<file path="config.mk">
export PLATFORM = sky130hd
export DESIGN_NAME = step_gate_sequencer_unit
export DESIGN_NICKNAME = d
export VERILOG_FILES = /design/src/design/sgs_pkg.sv /design/src/design/step_gate_sequencer_unit.sv
export SDC_FILE = /design/constraint.sdc
export NUM_CORES = 1
export LEC_CHECK = 0
export BUFFER_PORTS_ARGS = -buffer_cell sky130_fd_sc_hd__buf_4
export CAP_MARGIN = 20
export CORE_AREA = 2 2 106 184
export DETAILED_ROUTE_END_ITERATION = 10
export DIE_AREA = 0 0 108 186
export MAX_ROUTING_LAYER = met4
export PLACE_DENSITY = 0.84
export SLEW_MARGIN = 20
export SYNTH_ARGS = -nofsm -noshare
export SYNTH_HDL_FRONTEND = slang
export SYNTH_SLANG_ARGS = --single-unit
</file>
<file path="constraint.sdc">
create_clock -name clk_i -period 6 [get_ports clk_i]
set_input_delay 1.2 -clock clk_i [delete_from_list [all_inputs] [get_ports clk_i]]
set_output_delay 1.2 -clock clk_i [all_outputs]
set_load 0.005 [all_outputs]
</file>
<file path="src/design/sgs_pkg.sv">
package sgs_pkg;

  // largest sequence length supported; the step counter is four bits wide
  localparam int MaxSteps  = 16;
  localparam int StepLimit = (MaxSteps < 16) ? MaxSteps : 16;

  localparam logic [15:0] PulseTicksRst = 16'd48;

  // configuration register indexes
  typedef enum logic [1:0] {
    CfgClockExternal = 2'd0,
    CfgGateMode      = 2'd1,
    CfgPulseTicks    = 2'd2
  } cfg_index_e;

  // gate output modes
  typedef enum logic [1:0] {
    GateTrigger    = 2'd0,
    GateRetrigger  = 2'd1,
    GateContinuous = 2'd2
  } gate_mode_e;

  // one input word as held in the input register
  typedef struct packed {
    logic        run_level;
    logic        reset_level;
    logic        ext_clock_level;
    logic [31:0] phase_increment;
    logic [4:0]  step_count;
    logic        note_in;
    logic        clear_in;
    logic [15:0] gate_button_levels;
    logic [15:0] gate_cv_levels;
  } in_word_t;

endpackage

</file>
<file path="src/design/step_gate_sequencer_unit.sv">
// Sixteen-step gate sequencer, one input word per sample tick.
// Input channel: in_valid_i / in_ready_o with the button, clock and gate levels,
// the phase increment and the step count of one tick.
// Output channel: out_valid_o / out_ready_i with gate_out_o, running_flag_o,
// current_step_o and gate_pattern_o for that tick, one output word per input word.
// Configuration channel: cfg_valid_i / cfg_ready_o, always ready; cfg_index_i
// selects clock_external (0), gate_mode (1) or pulse_ticks (2), other indexes
// are ignored. Write it only while no word is in flight.
// A word accepted into the input register is evaluated against the sequencer
// state when it moves on to the output registers; while an untaken output word
// holds the output registers, the word waits in the input register.
// Throughput: one word per cycle while output words are taken; input and output
// registers form a two-entry pipeline, so a word is taken while a result waits.
// When the receiver stalls, the output word holds, the input register fills and
// in_ready_o drops until the output word is taken.
// Reset: sequencer running at step 0, all gates clear, no pulse, all edge
// detectors at low, pulse_ticks 48, internal clock, trigger mode.
module step_gate_sequencer_unit (
  input  logic        clk_i,
  input  logic        rst_ni,
  // input channel
  input  logic        in_valid_i,
  output logic        in_ready_o,
  input  logic        run_level_i,
  input  logic        reset_level_i,
  input  logic        ext_clock_level_i,
  input  logic [31:0] phase_increment_i,
  input  logic [4:0]  step_count_i,
  input  logic        note_in_i,
  input  logic        clear_in_i,
  input  logic [15:0] gate_button_levels_i,
  input  logic [15:0] gate_cv_levels_i,
  // output channel
  output logic        out_valid_o,
  input  logic        out_ready_i,
  output logic        gate_out_o,
  output logic        running_flag_o,
  output logic [3:0]  current_step_o,
  output logic [15:0] gate_pattern_o,
  // configuration channel
  input  logic        cfg_valid_i,
  output logic        cfg_ready_o,
  input  logic [1:0]  cfg_index_i,
  input  logic [15:0] cfg_data_i
);
  import sgs_pkg::*;

  localparam logic [4:0] StepLimitW = 5'(StepLimit);

  // configuration registers
  logic        clock_external_q;
  logic [1:0]  gate_mode_q;
  logic [15:0] pulse_ticks_q;

  // pipeline control and payload
  logic        in_vld_q;
  in_word_t    in_q;
  logic        out_vld_q;
  logic        gate_q;
  logic        running_out_q;
  logic [3:0]  step_out_q;
  logic [15:0] pattern_out_q;
  logic        fire;

  // sequencer state
  logic        running_q, running_d;
  logic [31:0] phase_q, phase_d;
  logic [3:0]  step_q, step_d;
  logic [15:0] gates_q, gates_d;
  logic [15:0] remain_q, remain_d;
  logic        prev_run_q, prev_rst_q, prev_ext_q, prev_ext_d;
  logic [15:0] prev_btn_q, prev_cv_q;
  logic        gate_d;

  // handshakes
  assign fire        = in_vld_q && (!out_vld_q || out_ready_i);
  assign in_ready_o  = !in_vld_q || fire;
  assign cfg_ready_o = 1'b1;

  // configuration writes
  always_ff @(posedge clk_i or negedge rst_ni) begin
    if (!rst_ni) begin
      clock_external_q <= 1'b0;
      gate_mode_q      <= GateTrigger;
      pulse_ticks_q    <= PulseTicksRst;
    end else if (cfg_valid_i) begin
      unique case (cfg_index_e'(cfg_index_i))
        CfgClockExternal: clock_external_q <= cfg_data_i[0];
        CfgGateMode:      gate_mode_q      <= cfg_data_i[1:0];
        CfgPulseTicks:    pulse_ticks_q    <= cfg_data_i;
        default: ;
      endcase
    end
  end

  // input register
  always_ff @(posedge clk_i or negedge rst_ni) begin
    if (!rst_ni) begin
      in_vld_q <= 1'b0;
    end else if (in_ready_o) begin
      in_vld_q <= in_valid_i;
    end
  end

  always_ff @(posedge clk_i) begin
    if (in_valid_i && in_ready_o) begin
      in_q <= '{run_level:          run_level_i,
                reset_level:        reset_level_i,
                ext_clock_level:    ext_clock_level_i,
                phase_increment:    phase_increment_i,
                step_count:         step_count_i,
                note_in:            note_in_i,
                clear_in:           clear_in_i,
                gate_button_levels: gate_button_levels_i,
                gate_cv_levels:     gate_cv_levels_i};
    end
  end

  // one tick of the sequencer
  always_comb begin
    logic        advance;
    logic        rst_edge;
    logic [32:0] sum;
    logic [4:0]  count;
    logic [4:0]  base;
    logic [4:0]  next;
    logic [15:0] rem_adv;
    logic        pulse;
    logic        gate_bit;

    // run edge toggles the run flag
    running_d = running_q ^ (in_q.run_level && !prev_run_q);

    // clock source, only while running
    advance    = 1'b0;
    phase_d    = phase_q;
    prev_ext_d = prev_ext_q;
    sum        = {1'b0, phase_q} + {1'b0, in_q.phase_increment};
    if (running_d) begin
      if (clock_external_q) begin
        if (in_q.ext_clock_level && !prev_ext_q) begin
          phase_d = '0;
          advance = 1'b1;
        end
        prev_ext_d = in_q.ext_clock_level;
      end else begin
        phase_d = sum[31:0];
        advance = sum[32];
      end
    end

    // reset edge lands the advance on step 0
    rst_edge = in_q.reset_level && !prev_rst_q;
    base     = {1'b0, step_q};
    if (rst_edge) begin
      phase_d = '0;
      base    = StepLimitW;
      advance = 1'b1;
    end

    // advance with wrap at the clamped count
    count = in_q.step_count;
    if (count == 5'd0) count = 5'd1;
    if (count > StepLimitW) count = StepLimitW;
    next = base + 5'd1;
    if (next >= count) next = 5'd0;

    step_d  = step_q;
    gates_d = gates_q;
    rem_adv = remain_q;
    if (advance) begin
      step_d = next[3:0];
      if (in_q.note_in) gates_d[next[3:0]] = 1'b1;
      if (in_q.clear_in) gates_d[next[3:0]] = 1'b0;
      if (pulse_ticks_q > remain_q) rem_adv = pulse_ticks_q;
    end

    // pulse countdown
    pulse    = (rem_adv != 16'd0);
    remain_d = rem_adv - {15'd0, pulse};

    // gate toggles from buttons and gate inputs
    gates_d = gates_d ^ ((in_q.gate_cv_levels & ~prev_cv_q)
                       ^ (in_q.gate_button_levels & ~prev_btn_q));

    // output gate by mode
    gate_bit = running_d && gates_d[step_d];
    case (gate_mode_e'(gate_mode_q))
      GateTrigger:   gate_d = gate_bit && pulse;
      GateRetrigger: gate_d = gate_bit && !pulse;
      default:       gate_d = gate_bit;
    endcase
  end

  // state update, one per processed word
  always_ff @(posedge clk_i or negedge rst_ni) begin
    if (!rst_ni) begin
      running_q  <= 1'b1;
      phase_q    <= '0;
      step_q     <= '0;
      gates_q    <= '0;
      remain_q   <= '0;
      prev_run_q <= 1'b0;
      prev_rst_q <= 1'b0;
      prev_ext_q <= 1'b0;
      prev_btn_q <= '0;
      prev_cv_q  <= '0;
    end else if (fire) begin
      running_q  <= running_d;
      phase_q    <= phase_d;
      step_q     <= step_d;
      gates_q    <= gates_d;
      remain_q   <= remain_d;
      prev_run_q <= in_q.run_level;
      prev_rst_q <= in_q.reset_level;
      prev_ext_q <= prev_ext_d;
      prev_btn_q <= in_q.gate_button_levels;
      prev_cv_q  <= in_q.gate_cv_levels;
    end
  end

  // output register
  always_ff @(posedge clk_i or negedge rst_ni) begin
    if (!rst_ni) begin
      out_vld_q <= 1'b0;
    end else if (fire) begin
      out_vld_q <= 1'b1;
    end else if (out_ready_i) begin
      out_vld_q <= 1'b0;
    end
  end

  always_ff @(posedge clk_i) begin
    if (fire) begin
      gate_q        <= gate_d;
      running_out_q <= running_d;
      step_out_q    <= step_d;
      pattern_out_q <= gates_d;
    end
  end

  assign out_valid_o    = out_vld_q;
  assign gate_out_o     = gate_q;
  assign running_flag_o = running_out_q;
  assign current_step_o = step_out_q;
  assign gate_pattern_o = pattern_out_q;

`ifndef SYNTHESIS
  // the step never reaches the step limit
  assert property (@(posedge clk_i) disable iff (!rst_ni)
    out_valid_o |-> ({1'b0, current_step_o} < StepLimitW))
    else $error("current step beyond step limit");

  // a high gate needs the sequencer running
  assert property (@(posedge clk_i) disable iff (!rst_ni)
    (out_valid_o && gate_out_o) |-> running_flag_o)
    else $error("gate high while stopped");

  // a high gate needs the stored bit of the current step
  assert property (@(posedge clk_i) disable iff (!rst_ni)
    (out_valid_o && gate_out_o) |-> gate_pattern_o[current_step_o])
    else $error("gate high on a cleared step");

  // input side only stalls with both registers full
  assert property (@(posedge clk_i) disable iff (!rst_ni)
    !in_ready_o |-> (in_vld_q && out_vld_q && !out_ready_i))
    else $error("input stalled without backpressure");
`endif

endmodule
</file>
==> results of run 1 <==
==> power groups by stage <==
| stage | Sequential [mW] | Clock [mW] | Combinational [mW] |
|---|---|---|---|
| 2_1_floorplan | 2.20 | 0 | 1.81 |
| 5_1_grt | 2.31 | 1.42 | 2.73 |
| 3_3_place_gp | 2.27 | 0 | 2.32 |
| 3_5_place_dp | 2.28 | 0 | 2.41 |
| 4_1_cts | 2.26 | 1.36 | 2.43 |
| 6_report | 2.27 | 1.34 | 2.45 |
==> cell usage in the layout (no fill, tap or decap), types with 11 or more instances in the layout <==
master / count
sky130_fd_sc_hd__edfxtp_1: 96
sky130_fd_sc_hd__a21o_1: 16
sky130_fd_sc_hd__mux2i_1: 21
sky130_fd_sc_hd__clkbuf_16: 21
sky130_fd_sc_hd__nand2_1: 233
sky130_fd_sc_hd__nand4_1: 13
sky130_fd_sc_hd__dfrtp_1: 122
sky130_fd_sc_hd__a31oi_1: 24
sky130_fd_sc_hd__nor2b_1: 39
sky130_fd_sc_hd__nand2b_1: 18
sky130_fd_sc_hd__inv_1: 38
sky130_fd_sc_hd__xor2_1: 13
sky130_fd_sc_hd__and3_1: 12
sky130_fd_sc_hd__buf_4: 131
sky130_fd_sc_hd__a21oi_1: 71
sky130_fd_sc_hd__nor2_1: 48
sky130_fd_sc_hd__nand3_1: 11
sky130_fd_sc_hd__ha_1: 56
sky130_fd_sc_hd__o21ai_0: 73
sky130_fd_sc_hd__nor3_1: 19
sky130_fd_sc_hd__xnor2_1: 44
sky130_fd_sc_hd__mux2_2: 24
==> kinds of logic after synthesis <==
group,count (synthesis),synth area share (%)
xor gates and xnor gates,57,4.27
muxes,47,4.35
DFF,221,51.4
AOI/OAI and AO/OA,261,14.1
adders and majority gates,57,6.16
buffers and inverters,77,2.67
other,1,0.0321
and+or+nand+nor,430,17.0
==> final timing paths <==
kind	start	to	slack (ps)
max reg2reg	phase_q[0]$_DFFE_PN0P_	remain_q[12]$_DFFE_PN0P_	1230
min	in_q[13]$_DFFE_PP_	prev_cv_q[13]$_DFFE_PN0P_	460
min reg2reg	in_q[13]$_DFFE_PP_	prev_cv_q[13]$_DFFE_PN0P_	460
min in group asynchronous	rst_ni	pulse_ticks_q[11]$_DFFE_PN0P_	680
max in group asynchronous	rst_ni	remain_q[13]$_DFFE_PN0P_	4260
max	phase_q[0]$_DFFE_PN0P_	remain_q[12]$_DFFE_PN0P_	1230
==> metrics by stage <==
stage          util, %  setup slack, ps  std cells  hold WS [ps]  area, µm²
2_1_floorplan        -             1960       1151           432      11700
3_3_place_gp      69.0             1500       1483           439      12800
3_5_place_dp      69.0             1360       1483           447      12800
4_1_cts           72.7             1290       1520           463      13500
5_1_grt           72.7              933       1520           481      13500
6_report          72.7             1230       1520           460      13500
==> flip-flops by register name, summed over array words and instances (netlist names), 4 cells and up <==
name            count
phase_q            32
gates_q            16
current_step_o      4
prev_btn_q         16
step_q              4
gate_pattern_o     16
prev_cv_q          16
in_q               74
remain_q           16
pulse_ticks_q      16
==> final cells by class <==
| class | count | area, µm² |
|---|---|---|
| Sequential cell | 221 | 6010 |
| Multi-Input combinational cell | 853 | 5380 |
| Fill cell | 1339 | 5080 |
| Timing Repair Buffer | 131 | 983 |
| Clock buffer | 25 | 541 |
| Tap cell | 238 | 298 |
| Inverter | 40 | 150 |
| Clock inverter | 12 | 139 |
==> per-layer routing <==
layer  vias to the layer above  GRT usage [%]  routed length, µm
met1                      4400           30.3               9880
met5                         -              -                  0
met3                        78           3.08               1210
met2                       294           51.3              14800
li1                       4337              -                  -
met4                         0           13.4               1140
==> worst min-delay path, stage by stage (launching register included) <==
cell	delay [ps]
sky130_fd_sc_hd__edfxtp_1	340
sky130_fd_sc_hd__nand2_1	50
sky130_fd_sc_hd__nand2_1	50
==> impl_results.rst, run 1 <==
.. list-table::
   :header-rows: 1

   * - Metric
     - Value
   * - Overall overflow remaining after global route
     - 0
   * - Slowest cell on crit path
     - sky130_fd_sc_hd__ha_1
   * - Proportion of synthesized chip area in sequential cells
     - 51.4%
   * - Category of cells accounting for the largest share of critical-path delay
     - adder cells
   * - Synth Flop Type
     - sky130_fd_sc_hd__dfrtp_1
   * - Synthesized instance count
     - 1,151
   * - Rows
     - 66
   * - Number of port buffers
     - 120
   * - Total detailed-routing wirelength
     - 27,000 µm
   * - Worst Path Class, Setup
     - flop to flop
   * - CP Launch Type
     - flop
   * - Post-synth EDFFs
     - 96
   * - Detail Placement HPWL
     - 19,200 µm
   * - Largest net degree at the start of global routing
     - 95
   * - Max clock buf depth
     - 3
   * - Average size of a mapped cell
     - 10.2 µm²
   * - Measured slew at the worst slew-check pin
     - between 1000 and 1500 ps
   * - Crit share post-route
     - 79.4%
   * - Vias
     - 9,109
   * - I/O pins
     - approximately 120
   * - Number of stages on the worst hold path
     - 2
   * - Share of post-route cells with drive strength above 1
     - 16.2%
   * - Max-slew violation count
     - 0
   * - Clock group share of total power
     - approximately 22%
   * - Antenna violations before repair
     - 0
   * - Antenna diodes
     - 0
   * - Post-Syn Nets
     - 1,305
   * - Total power after layout
     - 6.06 mW
   * - Max_cap viols
     - 0
   * - Die width
     - approximately 110 µm
   * - Switching fraction of total power
     - 37.3%
   * - Number of setup violations in the final report
     - 0
   * - CTS tree
     - done
   * - Final weighted congestion in routability-driven placement
     - 0.984
   * - Die height
     - 186 µm
   * - Largest area contributor in the netlist
     - sky130_fd_sc_hd__dfrtp_1
   * - Max incr delay on CP
     - ~410 ps
   * - Part of the power in combinational logic
     - 40.5%
   * - Crit path arrival time
     - 5100 ps
   * - Switching component of the power
     - approximately 2.3 mW
   * - Wire length of the first global-routing pass
     - 43,600 µm
   * - Peak supply drop
     - ~310 µV
   * - Final routed DRC violation total
     - 0
   * - Average via count per standard cell
     - between 5 and 6
   * - Stages on worst setup path
     - 17
   * - Relative contribution of sequential cells to total power
     - a little under two fifths
   * - Static leakage
     - 6.06 nW
   * - Source-to-sink clock delay at the later pin of the worst-skew pair
     - 500 ps
   * - Detailed router's first-iteration violation count
     - 605
   * - Starting Density
     - 63.0%
   * - Area inside the core boundary
     - approximately 19,000 µm²
   * - Slew margin rel.
     - between 20% and 30%
   * - Final-report hold violation count
     - 0
   * - Distinct cells, synth
     - 78
   * - Buffer cell driving the clock tree root
     - sky130_fd_sc_hd__clkbuf_16
   * - Via count of the first global-routing pass
     - 9,226
   * - PostCTS Resize Cnt
     - 0
   * - Unrepaired setup endpoints after global routing
     - no
   * - DIE AREA
     - about 20,000 µm²
   * - Drt first pass iters
     - 5
   * - Most numerous cell types in the synthesized netlist
     - 234 x sky130_fd_sc_hd__nand2_1, 122 x sky130_fd_sc_hd__dfrtp_1, 96 x sky130_fd_sc_hd__edfxtp_1
   * - Hold Path Class
     - flop to flop
   * - Post-layout min period
     - 4770 ps
   * - All-layer global routing usage
     - 28.2%
   * - Cells along the critical path
     - ha_1, inv_1, fa_1, nor2b_1, o311a_1, o211ai_2, a211o_1, o211ai_2, buf_4, nand4_4, mux2i_1, ha_1, ha_1, o21ai_2, or3_1, a31oi_1, a21oi_1
   * - Final setup TNS
     - 0 ps
   * - Critical path fanouts, max
     - 24
   * - PD cells
     - 449 nW/µm²
   * - Top-count cell post-synth
     - sky130_fd_sc_hd__nand2_1
   * - Post-CTS Hold Buffers
     - 0
   * - Netlist Area Pre-Place
     - 11,700 µm²
   * - Setup Fix Bufs, Post-CTS
     - 0
   * - Required time of the critical path
     - 6330 ps
   * - Yosys synthesis warning count
     - 0
   * - Clock sink total
     - between 200 and 250
   * - DRT antenna net count
     - 0
   * - Layout Area Growth over Synthesis
     - 15.4%
   * - Clock input transition at the sequential cells of the worst setup and hold paths
     - 70 ps
   * - Share of Yosys cell area claimed by the top area cell type
     - 26.1%
   * - Combined buffer and inverter count along the critical path
     - 2
   * - Cell Int Power
     - between 3 and 4 mW
   * - Number of nets in the layout
     - 1,422
   * - Cell repeated most along the worst path
     - sky130_fd_sc_hd__ha_1
   * - Critical Path Sink Type
     - flop
   * - Async set-or-reset flop fraction in the synthesized netlist
     - 56.6%
   * - CTS H-tree lvls
     - 1
   * - Reg2Reg Depth
     - 17
   * - Largest clock skew in the final design
     - 17.4 ps
   * - Total of flip-flops plus latches after synthesis
     - 221
   * - Maximum frequency from static timing analysis
     - 0.210 GHz
   * - Number of buffers inserted during clock tree synthesis
     - 21
   * - Routed WL per cell
     - 17.8 µm
   * - Outcome
     - completed
   * - Largest cells by area after synthesis
     - sky130_fd_sc_hd__dfrtp_1 26%, sky130_fd_sc_hd__edfxtp_1 25%, sky130_fd_sc_hd__nand2_1 7.5%
No activity file was read; power rests on OpenSTA's default activity.
==> run 2, diff against run 1 <==
Settings changed: CORE_AREA 2 2 106 184 to 2 2 109 190, DIE_AREA 0 0 108 186 to 0 0 111 192, PLACE_DENSITY 0.84 to 0.8.
Clock period 6 ns to 4.63 ns, I/O delays scaled along.
==> run 2 against run 1 <==
Compared with the run above: die area up 6.1%; combinational power is 30% higher; count of clock-buffer cells in the layout grew 2; critical path type unchanged; hold slack worse by 3.6 ps; via count shrank 2.2%; final area up 0.86%; power increased by 30%; core utilization fell by 3.4 points; maximum frequency is 15% higher; highest routed layer unchanged; flip-flop and latch count did not move; final cell count grew 1.2%; sequential share of layout area is 0.38 points lower.
==> impl_results.rst, run 2 (synthesis results as in run 1) <==
.. list-table::
   :header-rows: 1

   * - Metric
     - Value
   * - Outcome
     - completed (unchanged)
   * - Critical Path Sink Type
     - flop (unchanged)
   * - Combined buffer and inverter count along the critical path
     - 2 (unchanged)
   * - Min setup slack post-route
     - 471 ps (was 1230 ps)
   * - All-layer global routing usage
     - 26.0% (was 28.2%)
   * - Share of post-route cells with drive strength above 1
     - 17.0% (was 16.2%)
   * - Final routed DRC violation total
     - 0 (unchanged)
   * - Final setup TNS
     - 0 ps (unchanged)
   * - Met3 global-route usage
     - 2.84% (was 3.08%)
   * - Clock sink total
     - 221 (unchanged)
   * - Final weighted congestion in routability-driven placement
     - 0.913 (was 0.984)
   * - Cells along the critical path
     - nand2b_1, nand2_1, inv_1, ha_1, xor2_1, inv_1, ha_1, a211oi_1, o221ai_1, nor2_1, and2_1, and3_1, a41oi_1, a21oi_1, xnor2_1, mux2i_1, o21ai_0, o32a_1 (was ha_1, inv_1, fa_1, nor2b_1, o311a_1, o211ai_2, a211o_1, o211ai_2, buf_4, nand4_4, mux2i_1, ha_1, ha_1, o21ai_2, or3_1, a31oi_1, a21oi_1)
   * - Largest net degree at the start of global routing
     - 95 (unchanged)
   * - Area inside the core boundary
     - 19,700 µm² (was 18,600 µm²)
   * - Die height
     - 192 µm (was 186 µm)
   * - PostCTS Resize Cnt
     - 0 (unchanged)
   * - Crit path arrival time
     - 4410 ps (was 5100 ps)
   * - Required time of the critical path
     - 4880 ps (was 6330 ps)
   * - Number of nets in the layout
     - 1,431 (was 1,422)
   * - Worst slack at placement
     - 510 ps (was 1360 ps)
   * - Die width
     - 111 µm (was 108 µm)
   * - Post-layout min period
     - 4160 ps (was 4770 ps)
   * - Routed WL per cell
     - 17.2 µm (was 17.8 µm)
   * - Clock input transition at the sequential cells of the worst setup and hold paths
     - 60 ps (was 70 ps)
   * - Static leakage
     - 6.12 nW (was 6.06 nW)
   * - Switching fraction of total power
     - 36.8% (was 37.3%)
   * - Largest register FFs
     - 74 (unchanged)
   * - Buffer cell driving the clock tree root
     - sky130_fd_sc_hd__clkbuf_16 (unchanged)
   * - Rows
     - 68 (was 66)
   * - Commonest non-fill, non-tap cells in the layout
     - 233 x sky130_fd_sc_hd__nand2_1, 139 x sky130_fd_sc_hd__buf_4, 122 x sky130_fd_sc_hd__dfrtp_1, 96 x sky130_fd_sc_hd__edfxtp_1, 73 x sky130_fd_sc_hd__o21ai_0 (was 233 x sky130_fd_sc_hd__nand2_1, 131 x sky130_fd_sc_hd__buf_4, 122 x sky130_fd_sc_hd__dfrtp_1, 96 x sky130_fd_sc_hd__edfxtp_1, 73 x sky130_fd_sc_hd__o21ai_0)
   * - Average via count per standard cell
     - 5.79 (was 5.99)
   * - Detailed router's first-iteration violation count
     - 653 (was 605)
   * - Antenna diodes
     - 0 (unchanged)
   * - M1 GR Usage
     - 28.6% (was 30.3%)
   * - Number of buffers inserted during clock tree synthesis
     - 22 (was 21)
   * - Max clock buf depth
     - 3 (unchanged)
   * - Layout Area Growth over Synthesis
     - 16.4% (was 15.4%)
   * - Total detailed-routing wirelength
     - 26,500 µm (was 27,000 µm)
   * - Post-CTS Hold Buffers
     - 0 (unchanged)
   * - CP Launch Type
     - flop (unchanged)
   * - Total power after layout
     - 7.89 mW (was 6.06 mW)
   * - Wire length of the first global-routing pass
     - 43,500 µm (was 43,600 µm)
   * - CTS H-tree lvls
     - 1 (unchanged)
   * - Slew margin rel.
     - 29.7% (was 28.8%)
   * - Category of cells accounting for the largest share of critical-path delay
     - compound AO/OA/AOI/OAI gates (was adder cells)
   * - Measured slew at the worst slew-check pin
     - 1050 ps (was 1070 ps)
   * - Part of the power in combinational logic
     - 40.3% (was 40.5%)
   * - CTS tree
     - done (unchanged)
   * - DRT antenna net count
     - 0 (unchanged)
   * - Detail Placement HPWL
     - 19,200 µm (about the same)
   * - Via count of the first global-routing pass
     - 9,035 (was 9,226)
   * - Starting Density
     - 59.5% (was 63.0%)
   * - Number of fill cells
     - 1,493 (was 1,339)
   * - Critical path fanouts, max
     - 6 (was 24)
   * - Post-Place Cells
     - 1,498 (was 1,483)
   * - Crit share post-route
     - 89.8% (was 79.4%)
   * - Max_cap viols
     - 0 (unchanged)
   * - Antenna violations before repair
     - 0 (unchanged)
   * - Vias
     - 8,910 (was 9,109)
   * - Largest clock skew in the final design
     - 10.5 ps (was 17.4 ps)
   * - Global routing met2 resource utilization
     - 47.4% (was 51.3%)
   * - PD cells
     - 580 nW/µm² (was 449 nW/µm²)
   * - Largest registers ranked by flip-flop count
     - in_q (74), phase_q (32) (unchanged)
   * - Hold Path Class
     - flop to flop (unchanged)
   * - Source-to-sink clock delay at the later pin of the worst-skew pair
     - 500 ps (about the same)
   * - Overall overflow remaining after global route
     - 0 (unchanged)
   * - Global route hottest layer
     - met2 (unchanged)
   * - Clock group share of total power
     - 22.5% (was 22.1%)
   * - Number of setup violations in the final report
     - 0 (unchanged)
   * - Slowest cell on crit path
     - sky130_fd_sc_hd__dfrtp_1 (was sky130_fd_sc_hd__ha_1)
   * - Final-report hold violation count
     - 0 (unchanged)
   * - Max incr delay on CP
     - 380 ps (was 410 ps)
   * - Worst Path Class, Setup
     - flop to flop (unchanged)
   * - Switching component of the power
     - 2.90 mW (was 2.26 mW)
   * - Top register by number of flip-flops
     - in_q (unchanged)
   * - Number of port buffers
     - 120 (unchanged)
   * - Maximum frequency from static timing analysis
     - 0.240 GHz (was 0.210 GHz)
   * - Max-slew violation count
     - 0 (unchanged)
   * - Drt first pass iters
     - 5 (unchanged)
   * - Setup Fix Bufs, Post-CTS
     - 0 (unchanged)
   * - Peak supply drop
     - 381 µV (was 310 µV)
   * - DIE AREA
     - 21,300 µm² (was 20,100 µm²)
   * - Cell Int Power
     - 4.99 mW (was 3.80 mW)
   * - Unrepaired setup endpoints after global routing
     - no (unchanged)
   * - Cell Count, Final, Fillers Out
     - 1,538 (was 1,520)
   * - Commonest non-fill, non-tap cell in the layout
     - sky130_fd_sc_hd__nand2_1 (unchanged)
   * - Relative contribution of sequential cells to total power
     - 37.2% (was 37.4%)
   * - I/O pins
     - 122 (unchanged)
==> run 2: tightest hold or removal path: stages (launching register included) <==
cell                       delay [ps]
sky130_fd_sc_hd__edfxtp_1         330
sky130_fd_sc_hd__nand2_1           50
sky130_fd_sc_hd__nand2_1           50
==> run 2: layer usage <==
layer / share of wire, % / wire, µm / vias to the layer above
met1: 38 / 10000 / 4205
met4: 4.0 / 1050 / 0
met5: 0 / 0 / -
met2: 54 / 14400 / 263
met3: 3.8 / 997 / 79
li1: - / - / 4363
==> run 2: worst paths after layout <==
| kind | startpoint | endpoint | slack, ps | cells past startpoint |
|---|---|---|---|---|
| min reg2reg | in_q[12]$_DFFE_PP_ | prev_cv_q[12]$_DFFE_PN0P_ | 460 | 2 |
| min in group asynchronous | rst_ni | pulse_ticks_q[13]$_DFFE_PN0P_ | 480 | 1 |
| max reg2reg | prev_rst_q$_DFFE_PN0P_ | gate_out_o$_DFFE_PP_ | 470 | 18 |
| min | in_q[12]$_DFFE_PP_ | prev_cv_q[12]$_DFFE_PN0P_ | 460 | 2 |
| max in group asynchronous | rst_ni | pulse_ticks_q[4]$_DFFE_PN1P_ | 3100 | 2 |
| max | prev_rst_q$_DFFE_PN0P_ | gate_out_o$_DFFE_PP_ | 470 | 18 |
==> run 2: stage by stage <==
| stage | instance area, µm² | utilization [%] | hold WS (ps) |
|---|---|---|---|
| after floorplan | 11700 | - | 432 |
| after global placement | 12900 | 65.6 | 440 |
| after detailed placement | 12900 | 65.6 | 445 |
| after CTS | 13600 | 69.3 | 458 |
| after global routing | 13600 | 69.3 | 477 |
| final | 13600 | 69.3 | 457 |
==> run 2: cell type report <==
cell class | instances | area, µm² | share of cell area (%)
Timing Repair Buffer | 139 | 1040 | 7.66
Sequential cell | 221 | 6010 | 44.2
Inverter | 40 | 150 | 1.10
Multi-Input combinational cell | 853 | 5380 | 39.5
Clock buffer | 27 | 601 | 4.41
Clock inverter | 13 | 126 | 0.928
Tap cell | 245 | 307 | 2.25
==> run 2: power by group through the flow <==
stage / Combinational [mW] / Sequential [mW] / Clock, mW
global placement: 3.08 / 2.96 / 0
global route: 3.56 / 2.99 / 1.90
finish: 3.18 / 2.94 / 1.78
detailed placement: 3.15 / 2.96 / 0
CTS: 3.17 / 2.93 / 1.81
floorplan: 2.35 / 2.85 / 0
